**src/hdl/assert_macros.svh**
```systemverilog
// Assertion shorthands used by the top-level translator.
`ifndef ASSERT_MACROS_SVH
`define ASSERT_MACROS_SVH

// Same-cycle implication, disabled while reset is asserted.
`define ASSERT_IMP(lbl, clk, rstn, ante, cons) \
  lbl: assert property (@(posedge clk) disable iff (!rstn) (ante) |-> (cons)) \
    else $error("assertion failed");

// Next-cycle implication, disabled while reset is asserted.
`define ASSERT_NXT(lbl, clk, rstn, ante, cons) \
  lbl: assert property (@(posedge clk) disable iff (!rstn) (ante) |=> (cons)) \
    else $error("assertion failed");

`endif

```
**src/hdl/dgat_div_pipe.sv**
```systemverilog
// Restoring divider, one quotient bit per pipeline stage.
module dgat_div_pipe #(
  parameter int unsigned NUM_W  = 28,
  parameter int unsigned DEN_W  = 16,
  parameter int unsigned SIDE_W = 1
) (
  input  logic              clk_i,
  input  logic              rst_ni,
  input  logic              en_i,
  input  logic              valid_i,
  input  logic [NUM_W-1:0]  num_i,
  input  logic [DEN_W-1:0]  den_i,
  input  logic [SIDE_W-1:0] side_i,
  output logic              valid_o,
  output logic [NUM_W-1:0]  quo_o,
  output logic [DEN_W-1:0]  rem_o,
  output logic [SIDE_W-1:0] side_o
);

  logic              vld_q  [NUM_W];
  logic [NUM_W-1:0]  work_q [NUM_W];
  logic [DEN_W-1:0]  rem_q  [NUM_W];
  logic [DEN_W-1:0]  den_q  [NUM_W];
  logic [SIDE_W-1:0] side_q [NUM_W];

  for (genvar s = 0; s < NUM_W; s++) begin : g_stage
    logic              vld_in;
    logic [NUM_W-1:0]  work_in;
    logic [DEN_W-1:0]  rem_in;
    logic [DEN_W-1:0]  den_in;
    logic [SIDE_W-1:0] side_in;
    logic [DEN_W:0]    trial;
    logic [DEN_W:0]    diff;
    logic              take;

    if (s == 0) begin : g_first
      assign vld_in  = valid_i;
      assign work_in = num_i;
      assign rem_in  = '0;
      assign den_in  = den_i;
      assign side_in = side_i;
    end else begin : g_next
      assign vld_in  = vld_q[s-1];
      assign work_in = work_q[s-1];
      assign rem_in  = rem_q[s-1];
      assign den_in  = den_q[s-1];
      assign side_in = side_q[s-1];
    end

    // The numerator's top bit shifts into the partial remainder; the
    // quotient bit shifts in at the bottom of the same word.
    assign trial = {rem_in, work_in[NUM_W-1]};
    assign diff  = trial - {1'b0, den_in};
    assign take  = (trial >= {1'b0, den_in});

    always_ff @(posedge clk_i or negedge rst_ni) begin
      if (!rst_ni) begin
        vld_q[s] <= 1'b0;
      end else if (en_i) begin
        vld_q[s] <= vld_in;
      end
    end

    always_ff @(posedge clk_i) begin
      if (en_i) begin
        work_q[s] <= {work_in[NUM_W-2:0], take};
        rem_q[s]  <= take ? diff[DEN_W-1:0] : trial[DEN_W-1:0];
        den_q[s]  <= den_in;
        side_q[s] <= side_in;
      end
    end
  end

  assign valid_o = vld_q[NUM_W-1];
  assign quo_o   = work_q[NUM_W-1];
  assign rem_o   = rem_q[NUM_W-1];
  assign side_o  = side_q[NUM_W-1];

endmodule

```
**config.mk**
```make
export PLATFORM = sky130hd
export DESIGN_NAME = dgat_div_pipe
export DESIGN_NICKNAME = d
export VERILOG_FILES = /design/src/hdl/assert_macros.svh /design/src/hdl/dgat_div_pipe.sv
export SDC_FILE = /design/constraint.sdc
export NUM_CORES = 2
export LEC_CHECK = 0
export BUFFER_PORTS_ARGS = -buffer_cell sky130_fd_sc_hd__clkbuf_2
export CAP_MARGIN = 30
export CELL_PAD_IN_SITES_DETAIL_PLACEMENT = 1
export CELL_PAD_IN_SITES_GLOBAL_PLACEMENT = 1
export CORE_ASPECT_RATIO = 0.8
export CORE_MARGIN = 3
export CORE_UTILIZATION = 54
export CTS_CLUSTER_SIZE = 14
export DETAILED_ROUTE_END_ITERATION = 7
export GPL_TIMING_DRIVEN = 1
export PLACE_DENSITY_LB_ADDON = 0.12
export SYNTH_ARGS = -nofsm -noshare
export SYNTH_HDL_FRONTEND = slang
export SYNTH_SLANG_ARGS = --single-unit
```
**constraint.sdc**
```tcl
create_clock -name clk_i -period 3.45 [get_ports clk_i]
set_clock_uncertainty 0.1 [all_clocks]
set_input_delay 0.69 -clock clk_i [delete_from_list [all_inputs] [get_ports clk_i]]
set_output_delay 0.69 -clock clk_i [all_outputs]
set_load 0.1 [all_outputs]
```
==> results.cfg <==
[placed_design]
placed_cells = 7532
io_buffers = 94
place_area_mm2 = 0.08221
place_congestion = 0.8452
hpwl_um = 113600

[cts]
htree_levels = 4
cts-root-buf = clkbuf_16
clkSinkCount = 1720
clk_pin_slew_worst_paths_ns = 0.06
numCtsBuffers = 170
insertion_delay_ns = 0.83
cts_buffer_depth = 3
cts_tree = built

[synth]
synth_fa_ha_area_frac = 0.07602
synth_top_cell_area_share = 0.6469
ys_ff_latch = 1720
ys.flop_type = edfxtp_1
synth_xor_area_frac = 0.03033
ys_types = 85
syn_avg_cell_area_um2 = 14.27
synth_top_family_by_area = compound AO/OA/AOI/OAI gates
synth_nets = 6016
yosys.area.top_type = edfxtp_1
synthMuxAreaShare = 0.06001
yosys.area_share.simple = 0.06367
ys.warnings.count = 0
synth_compound_area_frac = 0.08223
synth-edff-count = 1692
synth_top_cells_by_area = edfxtp_1, ha_1, mux2_2
synth-seq-area-share = 0.6558
synth_cells = 5506
netlist_area_mm2 = 0.07855
synthArstFlopShare = 0.01628

[critical_path]
start_kind = flip-flop
critPathArrivalTime_ns = 3.78
path_max_fanout = 10
rr_startpoint = den_q[4][17]
crit_required_ns = 3.90
crit_path_end_kind = flip-flop
regToRegSetupSlack_ns = 0.12
r2r_end = rem_q[4][34]
crit_type = flip-flop to flip-flop
reg2regPathDepth = 11

[global_route]
grt_pass1_vias = 47148
grt_max_degree = 139
overflow = 0
track_usage = 0.2156
grt_pass1_wl_um = 258400
antenna_found_initial = 4

[worst_hold_path]
min_to = rem_q[0][0]
hp-class = primary input to flip-flop
hp-start = num_i[27]
min_path_cells = 3

[status]
status = finished, final reports clean

[finish]
syn_to_final_growth_pct = 12.37
final_cells = 7894
multi_input_area_mm2 = 0.02468
seqCellArea_mm2 = 0.05151
fin_area_mm2 = 0.08826
layout-drive-gt1-share = 0.1461
final_nets = 6376
diodes = 0
fillers = 13555

[job]
maxCapViolCount = 0

[timing]
finalHoldViolations = 0
fin_crit_ns = 3.328
period_share = 0.9646
worst_slew_pin_slew_ns = 0.8400
setup_viol = 0
slew_viol_final = 0
fmax_ghz = 0.3005
slew_headroom = 0.4366

[pwr]
power_density_mw_per_mm2 = 895.5
ir_drop_uv = 567.1
p_leak_uw = 0.03426

[detailed_routing]
wl_met1_um = 73090
drt_wl_total_um = 161000
wl_met2_um = 79300
drc = 0
ant_nets = 0
dr.pass1.iters = 8
vias_per_cell = 5.624
wl_met3_um = 5467
dr.max_layer_used = met4
avgRoutedWirePerCell_um = 20.39
drt_iter0_drc = 3411
vias = 44394

[floorplanning]
die_h_um = 347.1
core_region_area_mm2 = 0.1437
top_level_ports = 95
num_rows = 124
initial_core_util = 0.5467
dieArea_mm2 = 0.1501
die-width_um = 432.4
-- cells by family (layout without fill, tap and decap cells) --
| group | count (synthesis) | in the layout |
|---|---|---|
| xor gates and xnor gates | 272 | 272 |
| muxes | 423 | 423 |
| buffers and inverters | 648 | 1145 |
| DFF | 1720 | 1720 |
| and+or+nand+nor | 1018 | 1019 |
| adders and majority gates | 461 | 461 |
| AOI/OAI and AO/OA | 964 | 964 |
-- cells in the mapped netlist, types with 58 or more instances --
cell type and n:
ha_1 434, xnor2_1 188, o21ai_0 196, nor2b_1 84, nand4_1 58, mux2_2 355, a21oi_1 237, nand2_1 197
nor2_1 303, edfxtp_1 1692, o21a_1 61, nor3_1 78, nand3_1 84, mux2i_1 61, a21o_1 105, xor2_1 84
inv_1 588
-- cell type report --
class	instances	area share
clock buffers	215	0.05023
clock inverters	95	0.01110
inverters	589	0.02505
multi-input cells	3139	0.2796
flip-flops and latches	1720	0.5836
well taps	1890	0.02679
repair buffers	246	0.02362
-- registers in the layout (all words and copies together) (netlist names) --
signal,count
den_q,432
g_stage.vld_in,27
rem_q,448
side_q,28
valid_o,1
work_q,784
-- stage by stage --
stage	TNS (ns)	utilization	setup slack [ns]	power, µW	hold WS, ns
after floorplan	0	-	0.2742	52740	0.2944
after global placement	0	0.5722	0.1458	59470	0.3007
after detailed placement	0	0.5722	0.006157	60920	0.3051
after CTS	0	0.6130	0.01270	79480	0.04871
after global routing	-0.4287	0.6143	-0.03382	84130	0.09214
final	0	0.6143	0.1221	79040	0.1233
-- cells in the final DEF, fill, tap and decap left out, drive strengths merged, types with 84 or more instances in the layout --
| master | n |
|---|---|
| o21ai | 201 |
| inv | 594 |
| clkbuf | 308 |
| nand2 | 199 |
| mux2 | 362 |
| nor2b | 84 |
| xor2 | 84 |
| nor2 | 303 |
| nand3 | 84 |
| a21o | 105 |
| ha | 434 |
| a21oi | 243 |
| edfxtp | 1692 |
| xnor2 | 188 |
| buf | 108 |
-- per-layer routing --
| metal | GRT usage | vias to the layer above |
|---|---|---|
| met2 | 0.3632 | 668 |
| met1 | 0.2965 | 22190 |
| met5 | 0 | - |
| met3 | 0.03192 | 232 |
| met4 | 0.05325 | 0 |
| li1 | - | 21304 |
-- worst max-delay path by stage --
stage | slack (ns) | endpoint | start
2_1_floorplan | 0.27 | rem_q[5][56] | rem_q[5][37]
3_3_place_gp | 0.15 | rem_q[0][22] | den_q[0][1]
6_report | 0.12 | rem_q[4][34] | den_q[4][17]
4_1_cts | 0.01 | rem_q[0][31] | den_q[0][1]
3_5_place_dp | 0.006 | rem_q[3][53] | rem_q[3][36]
5_1_grt | -0.03 | rem_q[0][24] | den_q[0][1]
-- critical path: stages (launching register included) --
cell and delay (ns):
edfxtp_1 0.40, inv_1 0.06, ha_1 0.29, nor2b_1 0.21
o21a_1 0.17, o21ai_0 0.12, a211o_1 0.37, a211o_1 0.32
a31o_2 0.24, a22oi_2 0.17, buf_4 0.24, mux2_2 0.37
-- timing repair --
action                                  in CTS  in global routing
setup buffers                                0                  6
hold buffers                                45                  0
gates cloned                                 0                  1
endpoints found under the hold margin       72                  0
gates resized for setup                      1                 29
pin swaps                                    0                  4
endpoints found under the setup margin      14                177
-- power breakdown --
group	total [µW]	internal, µW	switching [µW]
clock network	17900	9900	8000
registers	31200	28800	2390
logic	30000	13800	16200
Power figures use the tool's default switching activity.
