$ cat config.mk
export PLATFORM = sky130hd
export DESIGN_NAME = dgat_out_stage
export DESIGN_NICKNAME = d
export VERILOG_FILES = /design/src/hdl/assert_macros.svh /design/src/hdl/dgat_pkg.sv /design/src/hdl/dgat_out_stage.sv
export SDC_FILE = /design/constraint.sdc
export NUM_CORES = 1
export LEC_CHECK = 0
export BUFFER_PORTS_ARGS = -buffer_cell sky130_fd_sc_hd__clkbuf_2
export CAP_MARGIN = 5
export CORE_MARGIN = 5
export CORE_UTILIZATION = 47
export CTS_CLUSTER_SIZE = 20
export DETAILED_ROUTE_END_ITERATION = 6
export GPL_TIMING_DRIVEN = 0
export PLACE_DENSITY = 0.82
export SYNTH_ARGS = -nofsm -noshare
export SYNTH_HDL_FRONTEND = slang
export SYNTH_SLANG_ARGS = --single-unit
export TNS_END_PERCENT = 1
$ cat constraint.sdc
create_clock -name clk_i -period 1.15 [get_ports clk_i]
set_clock_uncertainty 0.2 [all_clocks]
set_input_delay 0.23 -clock clk_i [delete_from_list [all_inputs] [get_ports clk_i]]
set_output_delay 0.23 -clock clk_i [all_outputs]
set_load 0.02 [all_outputs]
$ cat src/hdl/assert_macros.svh
// Assertion shorthands used by the top-level translator.
`ifndef ASSERT_MACROS_SVH
`define ASSERT_MACROS_SVH

// Same-cycle implication, disabled while reset is asserted.
`define ASSERT_IMP(lbl, clk, rstn, ante, cons) \
  lbl: assert property (@(posedge clk) disable iff (!rstn) (ante) |-> (cons)) \
    else $error("assertion failed");

// Next-cycle implication, disabled while reset is asserted.
`define ASSERT_NXT(lbl, clk, rstn, ante, cons) \
  lbl: assert property (@(posedge clk) disable iff (!rstn) (ante) |=> (cons)) \
    else $error("assertion failed");

`endif

$ cat src/hdl/dgat_pkg.sv
package dgat_pkg;

  localparam int unsigned CYL_W     = 12;
  localparam int unsigned BYTE_W    = 8;
  localparam int unsigned LIN_W     = 28;
  localparam int unsigned PER_CYL_W = 16;
  localparam int unsigned CFG_IDX_W = 2;

  localparam logic [CYL_W-1:0]     RESET_CYLINDERS = 12'd815;
  localparam logic [BYTE_W-1:0]    RESET_HEADS     = 8'd19;
  localparam logic [BYTE_W-1:0]    RESET_BLOCKS    = 8'd17;
  localparam logic [PER_CYL_W-1:0] RESET_PER_CYL   = 16'd323;
  localparam logic [LIN_W-1:0]     RESET_TOTAL     = 28'd263245;

  typedef enum logic {
    CMD_CHS_TO_LBA = 1'b0,
    CMD_LBA_TO_CHS = 1'b1
  } cmd_e;

  typedef enum logic [1:0] {
    NEXT_SAME_TRACK  = 2'd0,
    NEXT_HEAD        = 2'd1,
    NEXT_CYLINDER    = 2'd2,
    NEXT_END_OF_PACK = 2'd3
  } next_code_e;

  typedef enum logic [CFG_IDX_W-1:0] {
    REG_CYLINDER_COUNT   = 2'd0,
    REG_HEAD_COUNT       = 2'd1,
    REG_BLOCKS_PER_TRACK = 2'd2
  } cfg_reg_e;

  typedef struct packed {
    logic [CYL_W-1:0]  cyl_count;
    logic [BYTE_W-1:0] head_count;
    logic [BYTE_W-1:0] blocks;
  } geom_t;

  // Item fields as they travel down the pipeline.
  typedef struct packed {
    cmd_e              cmd;
    logic [CYL_W-1:0]  cyl;
    logic [BYTE_W-1:0] head;
    logic [BYTE_W-1:0] blk;
    logic [LIN_W-1:0]  lin;
  } in_beat_t;

  // Sideband carried alongside the first divider.
  typedef struct packed {
    cmd_e              cmd;
    logic [CYL_W-1:0]  cyl;
    logic [BYTE_W-1:0] head;
    logic [BYTE_W-1:0] blk;
    logic [LIN_W-1:0]  lin;
    logic              bad;
  } side_t;

  // Sideband carried alongside the second divider.
  typedef struct packed {
    side_t            base;
    logic [LIN_W-1:0] quo_cyl;
  } side2_t;

  typedef struct packed {
    logic [31:0]       header_word;
    logic [BYTE_W-1:0] out_block;
    logic [BYTE_W-1:0] out_head;
    logic [CYL_W-1:0]  out_cylinder;
    logic [LIN_W-1:0]  out_linear;
    logic              out_of_range;
  } result_t;

endpackage

$ cat src/hdl/dgat_out_stage.sv
// Picks the final triple, builds the sector header word and holds the result.
module dgat_out_stage (
  input  logic                       clk_i,
  input  logic                       rst_ni,
  input  logic                       en_i,
  input  logic                       valid_i,
  input  dgat_pkg::side2_t           side_i,
  input  logic [dgat_pkg::BYTE_W-1:0] head_i,
  input  logic [dgat_pkg::BYTE_W-1:0] blk_i,
  input  dgat_pkg::geom_t            geom_i,
  output logic                       valid_o,
  output dgat_pkg::result_t          res_o
);

  logic                        valid_q;
  dgat_pkg::result_t           res_q;
  dgat_pkg::result_t           res_d;
  logic [dgat_pkg::LIN_W-1:0]  cyl;
  logic [dgat_pkg::BYTE_W-1:0] head;
  logic [dgat_pkg::BYTE_W-1:0] blk;
  logic                        geom_zero;
  logic [dgat_pkg::BYTE_W:0]   blk_next;
  logic [dgat_pkg::BYTE_W:0]   head_next;
  logic [dgat_pkg::LIN_W:0]    cyl_next;
  dgat_pkg::next_code_e        code;

  assign geom_zero = (geom_i.head_count == '0) || (geom_i.blocks == '0);

  always_comb begin
    if (side_i.base.cmd == dgat_pkg::CMD_CHS_TO_LBA) begin
      cyl  = dgat_pkg::LIN_W'(side_i.base.cyl);
      head = side_i.base.head;
      blk  = side_i.base.blk;
    end else if (geom_zero) begin
      cyl  = '0;
      head = '0;
      blk  = '0;
    end else begin
      cyl  = side_i.quo_cyl;
      head = head_i;
      blk  = blk_i;
    end
  end

  // The next-block code looks at the full quotient, not the masked cylinder.
  assign blk_next  = {1'b0, blk} + 1'b1;
  assign head_next = {1'b0, head} + 1'b1;
  assign cyl_next  = {1'b0, cyl} + 1'b1;

  always_comb begin
    if (blk_next < {1'b0, geom_i.blocks}) begin
      code = dgat_pkg::NEXT_SAME_TRACK;
    end else if (head_next < {1'b0, geom_i.head_count}) begin
      code = dgat_pkg::NEXT_HEAD;
    end else if (cyl_next < (dgat_pkg::LIN_W + 1)'(geom_i.cyl_count)) begin
      code = dgat_pkg::NEXT_CYLINDER;
    end else begin
      code = dgat_pkg::NEXT_END_OF_PACK;
    end
  end

  always_comb begin
    res_d.out_linear   = side_i.base.lin;
    res_d.out_cylinder = cyl[dgat_pkg::CYL_W-1:0];
    res_d.out_head     = head;
    res_d.out_block    = blk;
    res_d.header_word  = {code, 2'b00, cyl[dgat_pkg::CYL_W-1:0], head, blk};
    res_d.out_of_range = side_i.base.bad;
  end

  always_ff @(posedge clk_i or negedge rst_ni) begin
    if (!rst_ni) begin
      valid_q <= 1'b0;
    end else if (en_i) begin
      valid_q <= valid_i;
    end
  end

  always_ff @(posedge clk_i) begin
    if (en_i) begin
      res_q <= res_d;
    end
  end

  assign valid_o = valid_q;
  assign res_o   = res_q;

endmodule

==> results.sh <==
export IMPL_worst_r2r_cell_count=1
export IMPL_cap_violations=0
export IMPL_io_buffers=221
export IMPL_hold_class="in -> reg"
export IMPL_tightest_slew_ps=734
export IMPL_ys_flop_type="edfxtp_1"
export IMPL_route_detailed_drc=0
export IMPL_rsz0062_at_grt="true"
export IMPL_drive_above_1_share_pct=48.2
export IMPL_vias=4773
export IMPL_yosys_area_top_type="edfxtp_1"
export IMPL_period_needed_ps=4180
export IMPL_antenna_found_initial=0
export IMPL_ys_ff_latch=60
export IMPL_setup_viol_count_final=118
export IMPL_grt_pass1_vias=4883
export IMPL_hp_start="side_i[61]"
export IMPL_ys_seq_area_share_pct=41.0
export IMPL_drt_iter0_markers=302
export IMPL_slew_violations=0
export IMPL_r2r_slack_ps=190
export IMPL_num_rows=35
export IMPL_timing_slew_headroom_pct=51.1
export IMPL_ir_drop_mv=0.692
export IMPL_die_w_um=107
export IMPL_met2_length_mm=8.77
export IMPL_fin_crit_sh_pct=364
export IMPL_stdcell_count=839
export IMPL_syn_to_final_growth_pct=56.2
export IMPL_path_class="in -> reg"
export IMPL_top_layer="met4"
export IMPL_die_area_um2=11400
export IMPL_critPathMaxFanout=4
export IMPL_hold_depth=3
export IMPL_nets=885
export IMPL_slowest_delay_ps=320
export IMPL_chipHeight_um=107
export IMPL_cts_buffer_depth=2
export IMPL_cts_root_buf="clkbuf_8"
export IMPL_wl_mm=16.7
export IMPL_io_pins=224
export IMPL_wl_per_cell_um=19.9
export IMPL_max_freq_ghz=0.239
export IMPL_hold_viol=0
export IMPL_globalplace_congestion=0.937
export IMPL_power_density_nw_per_um2=1020
export IMPL_r2r_start="valid_o$_DFFE_PN0P_"
export IMPL_holdPathEnd="res_o[53]$_DFFE_PP_"
export IMPL_grt_start_max_net_pins=61
export IMPL_seqCellArea_um2=1800
export IMPL_violations="negative setup slack"
export IMPL_async_flop_share_pct=1.67
export IMPL_hpwl_mm=11.4
export IMPL_synth_commonest_cells="edfxtp_1, inv_1, nand2_1"
export IMPL_wl_met1_mm=6.07
export IMPL_finalPower_mw=7.02
export IMPL_rr_endpoint="valid_o$_DFFE_PN0P_"
export IMPL_synth_warnings=0
export IMPL_fin_hold_ws_ps=0.300
export IMPL_synthTopCellsByArea="edfxtp_1, ha_1, buf_4, inv_1, nand2_1"
export IMPL_start_util_pct=47.9
export IMPL_core_area_um2=9150
export IMPL_cp_start_kind="input pin"
export IMPL_critPathCaptureType="flop"
export IMPL_synth_edf_count=59
export IMPL_n_antenna_cell=0
export IMPL_leakage_nw=3.26
export IMPL_crit_required_ps=1020
export IMPL_syn_inst=447
export IMPL_tns_ps=-36750
export IMPL_status="finished with violations"
export IMPL_path_clk_slew_ps=70
export IMPL_via_per_inst=5.69
export IMPL_wl_met3_mm=1.38
export IMPL_path_common_cell="a211oi_2"
export IMPL_fill_cells=588
export IMPL_h_tree_depth=3
export IMPL_insertion_delay_ps=340
export IMPL_grt_first_pass_wirelength_mm=24.8
export IMPL_crit_chain="buf_8 -> nor4_4 -> nand2_4 -> buf_6 -> and3_4 -> clkbuf_16 -> a22o_4 -> ha_4 -> and2_4 -> a41oi_4 -> a211oi_4 -> buf_4 -> a21oi_1 -> ha_1 -> and2_1 -> o2111ai_1 -> a31oi_1 -> o21ai_4 -> a211oi_2 -> a211oi_2 -> nand4_1 -> a2111oi_4 -> a41oi_2"
export IMPL_clock_sinks=60
export IMPL_cts_buffers=9
export IMPL_setup_slack_ps=-3030
export IMPL_post_place_cells=780
export IMPL_synth_most_common_cell="edfxtp_1"
export IMPL_cp_slowest_cell="nor4_4"
export IMPL_postSynthAreaPerCell_um2=9.81
export IMPL_multiInputGateArea_um2=2490
export IMPL_gr_usage_all_layers_pct=27.5
export IMPL_gr_total_overflow=0
export IMPL_ys_types=65
export IMPL_yosys_area_top_type_share_pct=40.4
export IMPL_dr_pass1_iters=5
export IMPL_route_antenna_remaining_nets=0
export IMPL_cp_arrival_ps=4050
export IMPL_syn_area_um2=4380
export IMPL_cts_tree="done"
## sequential cells by signal, summed over array words and instances (netlist names)
name and count:
res_o 59, valid_o 1
## worst max-delay path: cells and delay by family
kind | cells | cell delay (ps)
AND/OR/NAND/NOR | 6 | 1110
buffers and inverters | 4 | 540
AO/OA/AOI/OAI | 11 | 1720
adder cells (fa/ha/maj) | 2 | 430
## what timing repair did
action | in CTS | in global routing
gates cloned | 0 | 0
endpoints found under the hold margin | 31 | 1
setup endpoints to repair | 120 | 118
setup buffers | 11 | 1
resized for setup | 63 | 128
hold buffers | 31 | 1
pin swaps | 26 | 29
## metrics by stage
stage                     worst slack, ps  cell area, um^2  utilization (%)
after global placement              -3920             5690             62.1
after floorplan                     -3100             4440                -
after CTS                           -3000             6560             71.7
after global routing                -3160             6850             74.8
final                               -3030             6850             74.8
after detailed placement            -4010             5690             62.2
## final cells by class
class                           instances  share of cell area (%)
Multi-Input combinational cell        301                    36.4
Sequential cell                        60                    26.2
Timing Repair Buffer                  265                    24.6
Buffer                                 43                    5.57
Inverter                               43                    2.36
Clock buffer                           11                    2.06
Tap cell                              111                    2.03
Clock inverter                          5                   0.767
## placed cells by master, fill, tap and decap left out, types with 5 or more instances in the layout
cell type      count
inv_2              7
nor2b_1           13
nand4_1            8
xor2_1             9
inv_1             36
ha_1              27
nand2_1           38
buf_2             61
o21ai_0            6
o2bb2ai_2          5
and3_1            17
clkbuf_2         135
buf_6             24
nand3_1           23
buf_4             48
a21o_1            10
xnor2_1           11
nor2_1            19
dlygate4sd3_1     32
clkbuf_8          14
a21oi_1            9
and2_1             8
a31oi_1            7
edfxtp_1          59
## worst max path at each step
stage                    start  slack, ps                 endpoint  depth (start not counted)
detailed placement  side_i[85]      -4010  res_o[87]$_SDFFCE_PN0P_                         22
global route        geom_i[13]      -3160  res_o[87]$_SDFFCE_PN0P_                         22
finish              geom_i[13]      -3030  res_o[87]$_SDFFCE_PN0P_                         23
floorplan           geom_i[13]      -3100  res_o[87]$_SDFFCE_PN0P_                         21
CTS                  geom_i[0]      -3000  res_o[87]$_SDFFCE_PN0P_                         22
global placement    side_i[85]      -3920  res_o[87]$_SDFFCE_PN0P_                         22
## cells by family after synthesis
kind of cell | count (synthesis) | share of synthesized area [%]
AO/OA/AOI/OAI | 91 | 16.1
XOR/XNOR | 20 | 4.00
adder cells (fa/ha/maj) | 28 | 7.99
buffers and inverters | 87 | 10.8
flip-flops | 60 | 41.0
multiplexers | 3 | 0.742
other | 1 | 0.0855
AND/OR/NAND/NOR | 157 | 19.3
## where the power goes
part | switching (mW) | internal (mW) | total [mW]
clock | 0.895 | 1.05 | 1.94
sequential | 0.0817 | 2.63 | 2.71
combinational | 1.30 | 1.06 | 2.37
total | 2.28 | 4.74 | 7.02
## per-layer routing
layer  track usage (%)  vias up
met1              31.4     2251
met5                 0        -
met4              13.0        0
met3              5.84       43
met2              48.9      314
li1                  -     2165
No activity file was read; power rests on OpenSTA's default activity.
